<file path="src/qgni_pkg.sv">
`timescale 1ns / 1ps
// ----------------------------------------------------------------------------
// qgni_pkg
// Shared types and constants of the quadrant grid nearest index block.
// ----------------------------------------------------------------------------
package qgni_pkg;

    localparam int COORD_BITS = 12;
    localparam int STEP_BITS  = 8;
    localparam int GRID_BITS  = 11;
    localparam int EMIT_BITS  = 5;
    localparam int INDEX_BITS = 24;
    localparam int CFG_IDX_BITS = 3;
    localparam int CFG_DATA_BITS = 12;
    // Numerator is a local coordinate plus half the step factor.
    localparam int NUM_BITS   = COORD_BITS + 1;
    localparam logic [COORD_BITS-1:0] COORD_MAX = {COORD_BITS{1'b1}};

    localparam logic [CFG_IDX_BITS-1:0] REG_BAND_X_START = 3'd0;
    localparam logic [CFG_IDX_BITS-1:0] REG_BAND_X_END   = 3'd1;
    localparam logic [CFG_IDX_BITS-1:0] REG_BAND_Y_START = 3'd2;
    localparam logic [CFG_IDX_BITS-1:0] REG_BAND_Y_END   = 3'd3;
    localparam logic [CFG_IDX_BITS-1:0] REG_STEP_FACTOR  = 3'd4;
    localparam logic [CFG_IDX_BITS-1:0] REG_GRID_WIDTH   = 3'd5;
    localparam logic [CFG_IDX_BITS-1:0] REG_GRID_HEIGHT  = 3'd6;
    localparam logic [CFG_IDX_BITS-1:0] REG_EMITTER_CNT  = 3'd7;

    localparam logic [1:0] QUAD_UPPER_RIGHT = 2'd0;
    localparam logic [1:0] QUAD_UPPER_LEFT  = 2'd1;
    localparam logic [1:0] QUAD_LOWER_LEFT  = 2'd2;
    localparam logic [1:0] QUAD_LOWER_RIGHT = 2'd3;

    typedef struct packed {
        logic [COORD_BITS-1:0] pos_x;
        logic [COORD_BITS-1:0] pos_y;
    } in_word_t;

    typedef struct packed {
        logic                  rejected;
        logic [1:0]            quadrant;
        logic [INDEX_BITS-1:0] element_index;
        logic [COORD_BITS-1:0] snap_x;
        logic [COORD_BITS-1:0] snap_y;
    } out_word_t;

    typedef struct packed {
        logic [COORD_BITS-1:0] band_x_start;
        logic [COORD_BITS-1:0] band_x_end;
        logic [COORD_BITS-1:0] band_y_start;
        logic [COORD_BITS-1:0] band_y_end;
        logic [STEP_BITS-1:0]  step;
        logic [GRID_BITS-1:0]  grid_width;
        logic [GRID_BITS-1:0]  grid_height;
        logic [EMIT_BITS-1:0]  emitter_count;
    } cfg_t;

    // Fields that ride along the divider chain untouched.
    typedef struct packed {
        logic                  rejected;
        logic [1:0]            quadrant;
        logic [COORD_BITS-1:0] off_x;
        logic [COORD_BITS-1:0] off_y;
    } side_t;

    // acc holds the remaining dividend bits on top and the quotient bits below.
    typedef struct packed {
        logic [NUM_BITS-1:0]  acc_x;
        logic [STEP_BITS-1:0] rem_x;
        logic [NUM_BITS-1:0]  acc_y;
        logic [STEP_BITS-1:0] rem_y;
        side_t                side;
    } div_word_t;

endpackage

</file>
<file path="src/qgni_front.sv">
`timescale 1ns / 1ps
// ----------------------------------------------------------------------------
// qgni_front
// Band test, quadrant choice and offset removal; loads the divider chain.
// ----------------------------------------------------------------------------
module qgni_front (
    input  logic               clk,
    input  logic               rst_n,
    input  qgni_pkg::cfg_t     cfg,
    input  logic               up_valid,
    output logic               up_ready,
    input  qgni_pkg::in_word_t up_word,
    output logic               dn_valid,
    input  logic               dn_ready,
    output qgni_pkg::div_word_t dn_word
);

    logic                valid_reg;
    qgni_pkg::div_word_t word_reg;
    qgni_pkg::div_word_t word_next;

    logic                            in_band;
    logic                            x_hi, x_lo, y_hi, y_lo;
    logic [qgni_pkg::COORD_BITS-1:0] lx, ly;
    logic [qgni_pkg::NUM_BITS-1:0]   half;

    assign up_ready = !valid_reg || dn_ready;
    assign dn_valid = valid_reg;
    assign dn_word  = word_reg;

    always_comb
    begin
        in_band = (up_word.pos_x >= cfg.band_x_start && up_word.pos_x < cfg.band_x_end) ||
                  (up_word.pos_y >= cfg.band_y_start && up_word.pos_y < cfg.band_y_end);
        x_hi = up_word.pos_x >= cfg.band_x_end;
        x_lo = up_word.pos_x <= cfg.band_x_start;
        y_hi = up_word.pos_y >= cfg.band_y_end;
        y_lo = up_word.pos_y <= cfg.band_y_start;

        word_next = '0;
        if (in_band)
        begin
            word_next.side.rejected = 1'b1;
        end
        else if (x_hi && y_hi)
        begin
            word_next.side.quadrant = qgni_pkg::QUAD_UPPER_RIGHT;
            word_next.side.off_x    = cfg.band_x_end;
            word_next.side.off_y    = cfg.band_y_end;
        end
        else if (x_lo && y_hi)
        begin
            word_next.side.quadrant = qgni_pkg::QUAD_UPPER_LEFT;
            word_next.side.off_y    = cfg.band_y_end;
        end
        else if (x_lo && y_lo)
        begin
            word_next.side.quadrant = qgni_pkg::QUAD_LOWER_LEFT;
        end
        else if (x_hi && y_lo)
        begin
            word_next.side.quadrant = qgni_pkg::QUAD_LOWER_RIGHT;
            word_next.side.off_x    = cfg.band_x_end;
        end
        else
        begin
            word_next.side.rejected = 1'b1;
        end

        lx   = up_word.pos_x - word_next.side.off_x;
        ly   = up_word.pos_y - word_next.side.off_y;
        half = qgni_pkg::NUM_BITS'(cfg.step >> 1);
        word_next.acc_x = qgni_pkg::NUM_BITS'(lx) + half;
        word_next.acc_y = qgni_pkg::NUM_BITS'(ly) + half;
        word_next.rem_x = '0;
        word_next.rem_y = '0;
    end

    always_ff @(posedge clk or negedge rst_n)
    begin
        if (!rst_n)
        begin
            valid_reg <= 1'b0;
        end
        else if (up_ready)
        begin
            valid_reg <= up_valid;
        end
    end

    always_ff @(posedge clk)
    begin
        if (up_ready && up_valid)
        begin
            word_reg <= word_next;
        end
    end

endmodule

</file>
<file path="src/qgni_div_cell.sv">
`timescale 1ns / 1ps
// ----------------------------------------------------------------------------
// qgni_div_cell
// One restoring division step for x and y; yields one quotient bit each.
// ----------------------------------------------------------------------------
module qgni_div_cell (
    input  logic                      clk,
    input  logic                      rst_n,
    input  logic [qgni_pkg::STEP_BITS-1:0] step,
    input  logic                      up_valid,
    output logic                      up_ready,
    input  qgni_pkg::div_word_t       up_word,
    output logic                      dn_valid,
    input  logic                      dn_ready,
    output qgni_pkg::div_word_t       dn_word
);

    logic                valid_reg;
    qgni_pkg::div_word_t word_reg;
    qgni_pkg::div_word_t word_next;
    logic [qgni_pkg::STEP_BITS:0] trial_x, trial_y, den;
    logic                         q_x, q_y;

    assign up_ready = !valid_reg || dn_ready;
    assign dn_valid = valid_reg;
    assign dn_word  = word_reg;

    always_comb
    begin
        den     = {1'b0, step};
        trial_x = {up_word.rem_x, up_word.acc_x[qgni_pkg::NUM_BITS-1]};
        trial_y = {up_word.rem_y, up_word.acc_y[qgni_pkg::NUM_BITS-1]};
        q_x     = trial_x >= den;
        q_y     = trial_y >= den;
        word_next       = up_word;
        word_next.rem_x = qgni_pkg::STEP_BITS'(q_x ? trial_x - den : trial_x);
        word_next.rem_y = qgni_pkg::STEP_BITS'(q_y ? trial_y - den : trial_y);
        word_next.acc_x = {up_word.acc_x[qgni_pkg::NUM_BITS-2:0], q_x};
        word_next.acc_y = {up_word.acc_y[qgni_pkg::NUM_BITS-2:0], q_y};
    end

    always_ff @(posedge clk or negedge rst_n)
    begin
        if (!rst_n)
        begin
            valid_reg <= 1'b0;
        end
        else if (up_ready)
        begin
            valid_reg <= up_valid;
        end
    end

    always_ff @(posedge clk)
    begin
        if (up_ready && up_valid)
        begin
            word_reg <= word_next;
        end
    end

endmodule

</file>
<file path="src/qgni_back.sv">
`timescale 1ns / 1ps
// ----------------------------------------------------------------------------
// qgni_back
// Grid clamp, index and snap arithmetic over three register stages.
// ----------------------------------------------------------------------------
module qgni_back (
    input  logic                 clk,
    input  logic                 rst_n,
    input  qgni_pkg::cfg_t       cfg,
    input  logic                 up_valid,
    output logic                 up_ready,
    input  qgni_pkg::div_word_t  up_word,
    output logic                 dn_valid,
    input  logic                 dn_ready,
    output qgni_pkg::out_word_t  dn_word
);

    localparam int GB = qgni_pkg::GRID_BITS;
    localparam int CB = qgni_pkg::COORD_BITS;
    localparam int RG_BITS = 2 * GB;
    localparam int CE_BITS = GB + qgni_pkg::EMIT_BITS;
    localparam int SN_BITS = GB + qgni_pkg::STEP_BITS + 1;
    localparam int IX_BITS = RG_BITS + qgni_pkg::EMIT_BITS;

    logic v1_reg, v2_reg, v3_reg;
    logic en1, en2, en3;

    // Stage 1: clamped grid indexes.
    logic [GB-1:0]        col_reg, row_reg, col_next, row_next;
    qgni_pkg::side_t      s1_reg, s2_reg;
    // Stage 2: products.
    logic [RG_BITS-1:0]   rg_reg;
    logic [CE_BITS-1:0]   ce_reg;
    logic [SN_BITS-1:0]   sx_reg, sy_reg;
    // Stage 3: result word.
    qgni_pkg::out_word_t  out_reg, out_next;
    logic [IX_BITS-1:0]   idx_full;

    assign en3 = !v3_reg || dn_ready;
    assign en2 = !v2_reg || en3;
    assign en1 = !v1_reg || en2;
    assign up_ready = en1;
    assign dn_valid = v3_reg;
    assign dn_word  = out_reg;

    function automatic logic [GB-1:0] clamp_grid(input logic [qgni_pkg::NUM_BITS-1:0] q,
                                                 input logic [GB-1:0] size);
        logic [GB-1:0] r;
        if (size == '0)
            r = '0;
        else if (q >= qgni_pkg::NUM_BITS'(size))
            r = size - GB'(1);
        else
            r = GB'(q);
        return r;
    endfunction

    always_comb
    begin
        col_next = clamp_grid(up_word.acc_x, cfg.grid_width);
        row_next = clamp_grid(up_word.acc_y, cfg.grid_height);
    end

    always_comb
    begin
        idx_full = rg_reg * cfg.emitter_count + IX_BITS'(ce_reg);
        out_next = '0;
        if (s2_reg.rejected)
        begin
            out_next.rejected = 1'b1;
        end
        else
        begin
            out_next.quadrant      = s2_reg.quadrant;
            out_next.element_index = qgni_pkg::INDEX_BITS'(idx_full);
            out_next.snap_x = (sx_reg > SN_BITS'(qgni_pkg::COORD_MAX)) ?
                              qgni_pkg::COORD_MAX : CB'(sx_reg);
            out_next.snap_y = (sy_reg > SN_BITS'(qgni_pkg::COORD_MAX)) ?
                              qgni_pkg::COORD_MAX : CB'(sy_reg);
        end
    end

    always_ff @(posedge clk or negedge rst_n)
    begin
        if (!rst_n)
        begin
            v1_reg <= 1'b0;
            v2_reg <= 1'b0;
            v3_reg <= 1'b0;
        end
        else
        begin
            if (en1) v1_reg <= up_valid;
            if (en2) v2_reg <= v1_reg;
            if (en3) v3_reg <= v2_reg;
        end
    end

    always_ff @(posedge clk)
    begin
        if (en1 && up_valid)
        begin
            col_reg <= col_next;
            row_reg <= row_next;
            s1_reg  <= up_word.side;
        end
        if (en2 && v1_reg)
        begin
            rg_reg <= row_reg * cfg.grid_width;
            ce_reg <= col_reg * cfg.emitter_count;
            sx_reg <= SN_BITS'(col_reg) * SN_BITS'(cfg.step) + SN_BITS'(s1_reg.off_x);
            sy_reg <= SN_BITS'(row_reg) * SN_BITS'(cfg.step) + SN_BITS'(s1_reg.off_y);
            s2_reg <= s1_reg;
        end
        if (en3 && v2_reg)
        begin
            out_reg <= out_next;
        end
    end

endmodule

</file>
<file path="src/quadrant_grid_nearest_index.sv">
`timescale 1ns / 1ps
// ----------------------------------------------------------------------------
// quadrant_grid_nearest_index
// Maps a global position to its quadrant and the nearest downsampled grid point.
// ----------------------------------------------------------------------------
// Input words (pos_x, pos_y) enter on in_valid/in_stall; one result word per
// input leaves on out_valid/out_stall, in order. A word is taken on a clock
// edge where valid is high and stall is low.
// The chain holds one front stage (band test and quadrant), thirteen divider
// cells that each produce one quotient bit of the round-to-nearest division,
// and three back stages (clamp, products, index sum and snap).
// Throughput is one word per cycle while out_stall is low; every stage holds
// its own valid bit, so bubbles collapse and new words keep entering while a
// finished result waits. When the receiver stalls, results pile up in the
// chain; in_stall rises only once every stage is full.
// The configuration port (cfg_valid/cfg_ready, cfg_index, cfg_data) is always
// ready; the user must write registers only while the block is idle, unenforced.
// Reset empties the chain and loads the band registers with 0 and the step,
// grid width, grid height and emitter count with 1.
// ----------------------------------------------------------------------------
module quadrant_grid_nearest_index (
    input  logic                               clk,
    input  logic                               rst_n,
    input  logic                               in_valid,
    output logic                               in_stall,
    input  qgni_pkg::in_word_t                 in_word,
    output logic                               out_valid,
    input  logic                               out_stall,
    output qgni_pkg::out_word_t                out_word,
    input  logic                               cfg_valid,
    output logic                               cfg_ready,
    input  logic [qgni_pkg::CFG_IDX_BITS-1:0]  cfg_index,
    input  logic [qgni_pkg::CFG_DATA_BITS-1:0] cfg_data
);

    localparam int CELLS = qgni_pkg::NUM_BITS;

    qgni_pkg::cfg_t cfg_reg;
    qgni_pkg::cfg_t cfg_eff;

    logic                chain_valid [CELLS+1];
    logic                chain_ready [CELLS+1];
    qgni_pkg::div_word_t chain_word  [CELLS+1];
    logic                front_ready;

    assign cfg_ready = 1'b1;
    assign in_stall  = !front_ready;

    always_comb
    begin
        cfg_eff = cfg_reg;
        // A step factor of zero behaves as one.
        if (cfg_reg.step == '0)
            cfg_eff.step = qgni_pkg::STEP_BITS'(1);
    end

    always_ff @(posedge clk or negedge rst_n)
    begin
        if (!rst_n)
        begin
            cfg_reg.band_x_start  <= '0;
            cfg_reg.band_x_end    <= '0;
            cfg_reg.band_y_start  <= '0;
            cfg_reg.band_y_end    <= '0;
            cfg_reg.step          <= qgni_pkg::STEP_BITS'(1);
            cfg_reg.grid_width    <= qgni_pkg::GRID_BITS'(1);
            cfg_reg.grid_height   <= qgni_pkg::GRID_BITS'(1);
            cfg_reg.emitter_count <= qgni_pkg::EMIT_BITS'(1);
        end
        else if (cfg_valid && cfg_ready)
        begin
            unique case (cfg_index)
                qgni_pkg::REG_BAND_X_START: cfg_reg.band_x_start <= cfg_data;
                qgni_pkg::REG_BAND_X_END:   cfg_reg.band_x_end   <= cfg_data;
                qgni_pkg::REG_BAND_Y_START: cfg_reg.band_y_start <= cfg_data;
                qgni_pkg::REG_BAND_Y_END:   cfg_reg.band_y_end   <= cfg_data;
                qgni_pkg::REG_STEP_FACTOR:
                    cfg_reg.step <= qgni_pkg::STEP_BITS'(cfg_data);
                qgni_pkg::REG_GRID_WIDTH:
                    cfg_reg.grid_width <= qgni_pkg::GRID_BITS'(cfg_data);
                qgni_pkg::REG_GRID_HEIGHT:
                    cfg_reg.grid_height <= qgni_pkg::GRID_BITS'(cfg_data);
                qgni_pkg::REG_EMITTER_CNT:
                    cfg_reg.emitter_count <= qgni_pkg::EMIT_BITS'(cfg_data);
                default: ;
            endcase
        end
    end

    qgni_front u_front (
        .clk      (clk),
        .rst_n    (rst_n),
        .cfg      (cfg_eff),
        .up_valid (in_valid),
        .up_ready (front_ready),
        .up_word  (in_word),
        .dn_valid (chain_valid[0]),
        .dn_ready (chain_ready[0]),
        .dn_word  (chain_word[0])
    );

    for (genvar i = 0; i < CELLS; i++)
    begin : g_cell
        qgni_div_cell u_cell (
            .clk      (clk),
            .rst_n    (rst_n),
            .step     (cfg_eff.step),
            .up_valid (chain_valid[i]),
            .up_ready (chain_ready[i]),
            .up_word  (chain_word[i]),
            .dn_valid (chain_valid[i+1]),
            .dn_ready (chain_ready[i+1]),
            .dn_word  (chain_word[i+1])
        );
    end

    qgni_back u_back (
        .clk      (clk),
        .rst_n    (rst_n),
        .cfg      (cfg_eff),
        .up_valid (chain_valid[CELLS]),
        .up_ready (chain_ready[CELLS]),
        .up_word  (chain_word[CELLS]),
        .dn_valid (out_valid),
        .dn_ready (!out_stall),
        .dn_word  (out_word)
    );

endmodule
</file>
<file path="config.mk">
export PLATFORM = sky130hd
export DESIGN_NAME = quadrant_grid_nearest_index
export DESIGN_NICKNAME = d
export VERILOG_FILES = /design/src/qgni_pkg.sv /design/src/qgni_front.sv /design/src/qgni_div_cell.sv /design/src/qgni_back.sv /design/src/quadrant_grid_nearest_index.sv
export SDC_FILE = /design/constraint.sdc
export NUM_CORES = 2
export LEC_CHECK = 0
export ABC_CLOCK_PERIOD_IN_PS = 10500
export BUFFER_PORTS_ARGS = -buffer_cell sky130_fd_sc_hd__buf_2
export CAP_MARGIN = 20
export CORE_MARGIN = 1.5
export CORE_UTILIZATION = 60
export CTS_BUF_LIST = sky130_fd_sc_hd__clkbuf_4
export CTS_CLUSTER_SIZE = 40
export DETAILED_ROUTE_END_ITERATION = 7
export PLACE_DENSITY = 0.76
export SLEW_MARGIN = 10
export SYNTH_ARGS = -nofsm -noshare
export SYNTH_HDL_FRONTEND = slang
export SYNTH_SLANG_ARGS = --single-unit
</file>
<file path="constraint.sdc">
create_clock -name clk -period 10.5 [get_ports clk]
set_clock_uncertainty 0.15 [all_clocks]
set_input_delay 1.05 -clock clk [delete_from_list [all_inputs] [get_ports clk]]
set_output_delay 1.05 -clock clk [all_outputs]
set_load 0.005 [all_outputs]
</file>
* Word level (Yosys, flattened, before mapping)
Index checks and enable logic that the tools add are counted.
** Word-level totals
- Register bits after elaboration :: 1215
- Input bits :: 44
- Output and inout bits :: 54
- Logic and storage cells :: 352
** Operators by class
- $add $sub $neg :: 33
- $mul :: 5
- Order comparisons :: 38
- Eq/ne operators :: 7
- Mux-type cells :: 42
- Reduce and logical (&&, ||, !) cells :: 74
** Operators by type and width (number)
- $ge 9x8->1 :: 24
- $mux 8 :: 23
- $sub 8x8->8 :: 22
- $mux 12 :: 5
- $ge 12x12->1 :: 4
- $mux 24 :: 2
- $add 19x12->20 :: 2
- $gt 20x12->1 const B :: 2
- $mul 11x8->19 :: 2
- $add 12x7->13 :: 2
- $ge 13x11->1 :: 2
- $add 24x16->24 :: 1
- $le 12x12->1 :: 2
- $lt 12x12->1 :: 2
- $mul 22x5->24 :: 1
- $sub 12x12->12 :: 2
- $logic_and 1x1->1 :: 23
- $logic_not 11->1 :: 2
- $mul 11x11->22 :: 1
- $mux 11 :: 2
- $sub 11x1->11 const B :: 2
- $logic_not 1->1 :: 19
- $logic_or 1x1->1 :: 18
- $ge 1x8->1 :: 2
- 13 further kinds :: 32

* Logic depth before layout (Yosys ltp)
- Depth in word-level cells :: 19
- Depth in mapped cells :: 25
- Gate-level depth less buffers :: 24

* Hierarchy
From an unflattened synthesis, not the netlist that was laid out.
** Second synthesis, totals
- Cells, all modules :: 5566
- Area, all modules :: 71603.7 sq um
** Modules (own cells, without submodules)
- qgni_back :: times used 1, cells an instance 2328, area an instance 22751.8 sq um, sequential area each 5510.3 sq um
- qgni_div_cell at g_cell[0].u_cell ... :: times used 6, cells an instance 197, area an instance 3158.0 sq um, sequential area each 2097.0 sq um
- qgni_div_cell at g_cell[4].u_cell ... :: times used 6, cells an instance 198, area an instance 3088.0 sq um, sequential area each 2097.0 sq um
- qgni_front :: times used 1, cells an instance 480, area an instance 4818.4 sq um, sequential area each 1616.6 sq um
- quadrant_grid_nearest_index :: times used 1, cells an instance 195, area an instance 3470.8 sq um, sequential area each 2082.0 sq um
- qgni_div_cell at g_cell[3].u_cell :: times used 1, cells an instance 193, area an instance 3086.7 sq um, sequential area each 2097.0 sq um

* Worst setup path before layout
No wires, ideal clock.
- Path type :: input-to-reg
- Start point :: input out_stall
- End point :: register g_cell[6].u_cell.word_reg (netlist bit g_cell[6].u_cell.dn_word[0]) (enable)
- Setup time :: 0.602 ns
- Arrival time :: 6.691 ns
- Data required time :: 9.748 ns
- Slack :: 3.057 ns
- Stages on the path :: 6
- Buffers on the path :: 0
- Path through :: nand4_1 > inv_1 > and3_1 > nand3_1 > nor2_1 > a21boi_0
** Between the ends
- Cells in the longest elaborated chain, start to end :: 12
** RTL lines
- start, declared :: line quadrant_grid_nearest_index.sv:28 : input logic out_stall,
- $logic_not 1->1 :: line quadrant_grid_nearest_index.sv:125 : .dn_ready (!out_stall),
- $logic_or 1x1->1 :: line qgni_back.sv:39 : assign en3 = !v3_reg || dn_ready;
- $logic_or 1x1->1 :: line qgni_back.sv:40 : assign en2 = !v2_reg || en3;
- $logic_or 1x1->1 :: line qgni_back.sv:41 : assign en1 = !v1_reg || en2;
- $logic_or 1x1->1 (7 in a row) :: line qgni_div_cell.sv:24 : assign up_ready = !valid_reg || dn_ready;
- $logic_and 1x1->1 :: line qgni_div_cell.sv:56 : if (up_ready && up_valid)
- end signal, assigned :: line qgni_div_cell.sv:58 : word_reg <= word_next;
- end, declared :: line qgni_div_cell.sv:19 : qgni_pkg::div_word_t word_reg;
Every way passes these cells.
A chain may end at the register's enable or synchronous reset.

* Worst setup path after layout
- Start point :: register cfg_reg[30] (netlist name)
- End point :: register u_back.sx_reg[18], data pin
** Between the ends
- Cells in the longest elaborated chain, start to end :: 4
** RTL lines
- start, declared :: line quadrant_grid_nearest_index.sv:38 : qgni_pkg::cfg_t cfg_reg;
- $logic_not 8->1 :: line quadrant_grid_nearest_index.sv:53 : if (cfg_reg.step == '0)
- $mux 8 * :: line quadrant_grid_nearest_index.sv:53
- $mul 11x8->19 * :: line qgni_back.sv:111 : sx_reg <= SN_BITS'(col_reg) * SN_BITS'(cfg.step) + SN_BITS'(s1_reg.off_x);
- $add 19x12->20 * :: line qgni_back.sv:111
- end signal, assigned :: line qgni_back.sv:111
- end, declared :: line qgni_back.sv:34 : logic [SN_BITS-1:0] sx_reg, sy_reg;
Mark *: on every way between the ends. The rest lies on a longest branch, timed or not.

==> results_dict.tcl <==
set metrics [dict create \
    clock_sinks 1215 \
    num_rows 121 \
    firstDrtPassIters 8 \
    synth.mux.area_fraction 0.0346 \
    grt_pass1_wl_um 207000 \
    yosys_warnings 0 \
    viasPerCell 5.53 \
    root_buffer "clkbuf_4" \
    max_slew_margin 0.314 \
    globalRouteTotalUtil 0.235 \
    grt_setup_unrepaired "no" \
    synth-adder-area-share 0.200 \
    regToRegSetupSlack_ps 3480 \
    wl_um 128000 \
    yosys.cell_types.count 77 \
    hold_path.class "primary input to flip-flop" \
    fp.dieW_um 335 \
    final-setup-viol-count 0 \
    crit_path_start_kind "flip-flop" \
    use_met3 0.0412 \
    final-hold-violation-count 0 \
    tightest_slew_ps 1030 \
    drv_cap 0 \
    place.detailed.hpwl_um 91100 \
    yosys_most_used_dff "edfxtp_1" \
    finalMaxSlewViolations 0 \
    drive_gt1_frac 0.152 \
    arrival_ps 7720 \
    die_height_um 335 \
    synth_top_family_by_area "adder cells" \
    ant_nets 0 \
    post-route-period-util 0.669 \
    via_count 39300 \
    layout_min_cycle_time_ps 7020 \
    first_global_vias 40900 \
    post-cts-setup-buffers 0 \
    area_growth_pct 9.51 \
    syn_nets 5983 \
    clk_latency_ps 1180 \
    crit_required_ps 11200 \
    drt_iter0_markers 2243 \
    antenna_found_initial 4 \
    place.gp.congestion 0.880 \
    initial_core_util 0.605 \
    numCtsBuffers 320 \
    layout.nets 6351 \
    fin_setup_tns_ps 0 \
    netlist_area_um2 66000 \
    async_flop_share 0.0823 \
    end_kind "flip-flop" \
    cts-htree-levels 5 \
    largest_reg_flops 881 \
    synth_edf_count 1115 \
    drcViolationCount 0 \
    busiest_layer "met2" \
    clock_path_buffers 4 \
    yosysSeqAreaShare 0.545 \
    yosys.area_share.simple 0.0951 \
    synthCells 5090 \
    synth-compound-area-share 0.0579 \
    syn-mean-instance-area_um2 13.0 \
    grt_overflow_total 0 \
    timing.fmax_ghz 0.142 \
    io_pins 98 \
    grtUsageMet1 0.288 \
    grt_max_degree 70 \
    use_met2 0.411 \
    cts_tree "yes" \
    synth-seq-cells 1215 \
    post_drt_wl_per_cell_um 18.1 \
    critical_path.max_fanout 30 \
    synth_xor_area_frac 0.0261 \
    critPathKind "flip-flop to flip-flop" \
    coreArea_um2 109000 \
    status "complete, no violations" \
    die-area_um2 112000 \
    io_buffer_count 96 \
    clk_pin_slew_worst_paths_ps 60 \
]
-- cell type report --
class,count,area (um2)
clock inverter,82,380
clock buffer,465,3490
antenna,5,12.5
timing repair buffer,154,926
tap,1414,1770
multi-input combinational,3152,27400
inverter,615,2310
sequential,1215,36000
fill,7853,36700
-- cells by family after synthesis --
| logic type | Yosys count |
|---|---|
| AO/OA/AOI/OAI | 594 |
| XOR/XNOR | 197 |
| adder cells (fa/ha/maj) | 849 |
| buffers and inverters | 723 |
| flip-flops | 1215 |
| multiplexers | 209 |
| other | 1 |
| AND/OR/NAND/NOR | 1302 |
-- worst max-delay path, stage by stage (launching register included) --
cell and delay (ps):
dfrtp_1 380, clkinv_1 60, buf_4 250, nand4_1 150
nor3_1 590, a21o_2 250, buf_4 380, nand2_1 130
fa_1 510, inv_1 50, fa_1 450, ha_1 290
inv_1 50, fa_1 590, inv_1 60, ha_1 290
a21o_1 170, a21oi_1 200, nand2b_1 160, a21oi_1 90
a41o_1 280, o41ai_1 530, o2111ai_1 240, a21oi_1 280
xnor2_1 90
-- stage by stage --
step | setup slack [ps] | instance area, um2 | utilization | hold slack, ps | instances
6_report | 3480 | 72300 | 0.663 | 174 | 7102
5_1_grt | 3040 | 72300 | 0.663 | 93.4 | 7102
4_1_cts | 3480 | 72200 | 0.663 | 53.4 | 7096
3_5_place_dp | 3540 | 68300 | 0.627 | 255 | 6545
3_3_place_gp | 3860 | 68300 | 0.627 | 250 | 6544
2_1_floorplan | 3060 | 66000 | - | 250 | 5090
-- synth_stat cells, drive strengths merged, types with 24 or more instances --
| library cell | instances | area [um2] |
|---|---|---|
| nand2 | 428 | 1610 |
| fa | 339 | 6790 |
| mux2 | 153 | 1720 |
| nand2b | 45 | 282 |
| xnor2 | 142 | 1240 |
| a21o | 65 | 488 |
| clkbuf | 104 | 390 |
| xor2 | 55 | 482 |
| edfxtp | 1115 | 33500 |
| mux2i | 56 | 561 |
| inv | 615 | 2310 |
| nand4 | 63 | 394 |
| ha | 510 | 6380 |
| a21oi | 114 | 574 |
| nor2b | 76 | 475 |
| a21boi | 72 | 541 |
| o21ai | 189 | 946 |
| and2 | 212 | 1330 |
| dfrtp | 96 | 2400 |
| nor2 | 334 | 1310 |
| nand3 | 40 | 200 |
| nor3 | 41 | 215 |
| o21a | 24 | 180 |
-- layout by cell type, fill, tap and decap left out, types with 45 or more instances in the layout --
cell and instances:
nor2_1 312, and2_1 200, mux2i_1 56, clkbuf_4 465, a21oi_1 113, buf_2 96
nand4_1 63, ha_1 510, o21ai_0 185, dfrtp_1 95, clkinv_1 61, a21o_1 64
mux2_2 153, nand2_1 428, xnor2_1 142, xor2_1 55, nor2b_1 72, nand2b_1 45
a21boi_0 70, buf_4 54, edfxtp_1 1115, fa_1 339, inv_1 612
-- per-layer routing --
metal	vias to the layer above	share of wire
met3	308	0.059
met4	0	0.036
li1	18600	-
met2	1113	0.50
met5	-	0
met1	19200	0.40
-- timing repair --
| item | CTS | global route |
|---|---|---|
| endpoints found under the hold margin | 54 | 0 |
| hold buffers | 4 | 0 |
| gates resized for setup | 0 | 0 |
-- path summary, 6_finish.rpt --
kind | from | to | cells after the start
setup / recovery | cfg_reg[30]$_DFFE_PN0P_ | u_back.sx_reg[18]$_DFFE_PP_ | 24
max in group asynchronous | rst_n | cfg_eff[59]$_DFFE_PN0P_ | 3
setup reg to reg | cfg_reg[30]$_DFFE_PN0P_ | u_back.sx_reg[18]$_DFFE_PP_ | 24
hold / removal | cfg_data[10] | cfg_eff[57]$_DFFE_PN0P_ | 3
hold reg to reg | g_cell[0].u_cell.dn_word[35]$_DFFE_PP_ | g_cell[1].u_cell.dn_word[36]$_DFFE_PP_ | 0
min in group asynchronous | rst_n | u_front.dn_valid$_DFFE_PN0N_ | 2
Power is not shown: default switching activity piles up to over one toggle a cycle in this logic, so the estimate is an artifact.
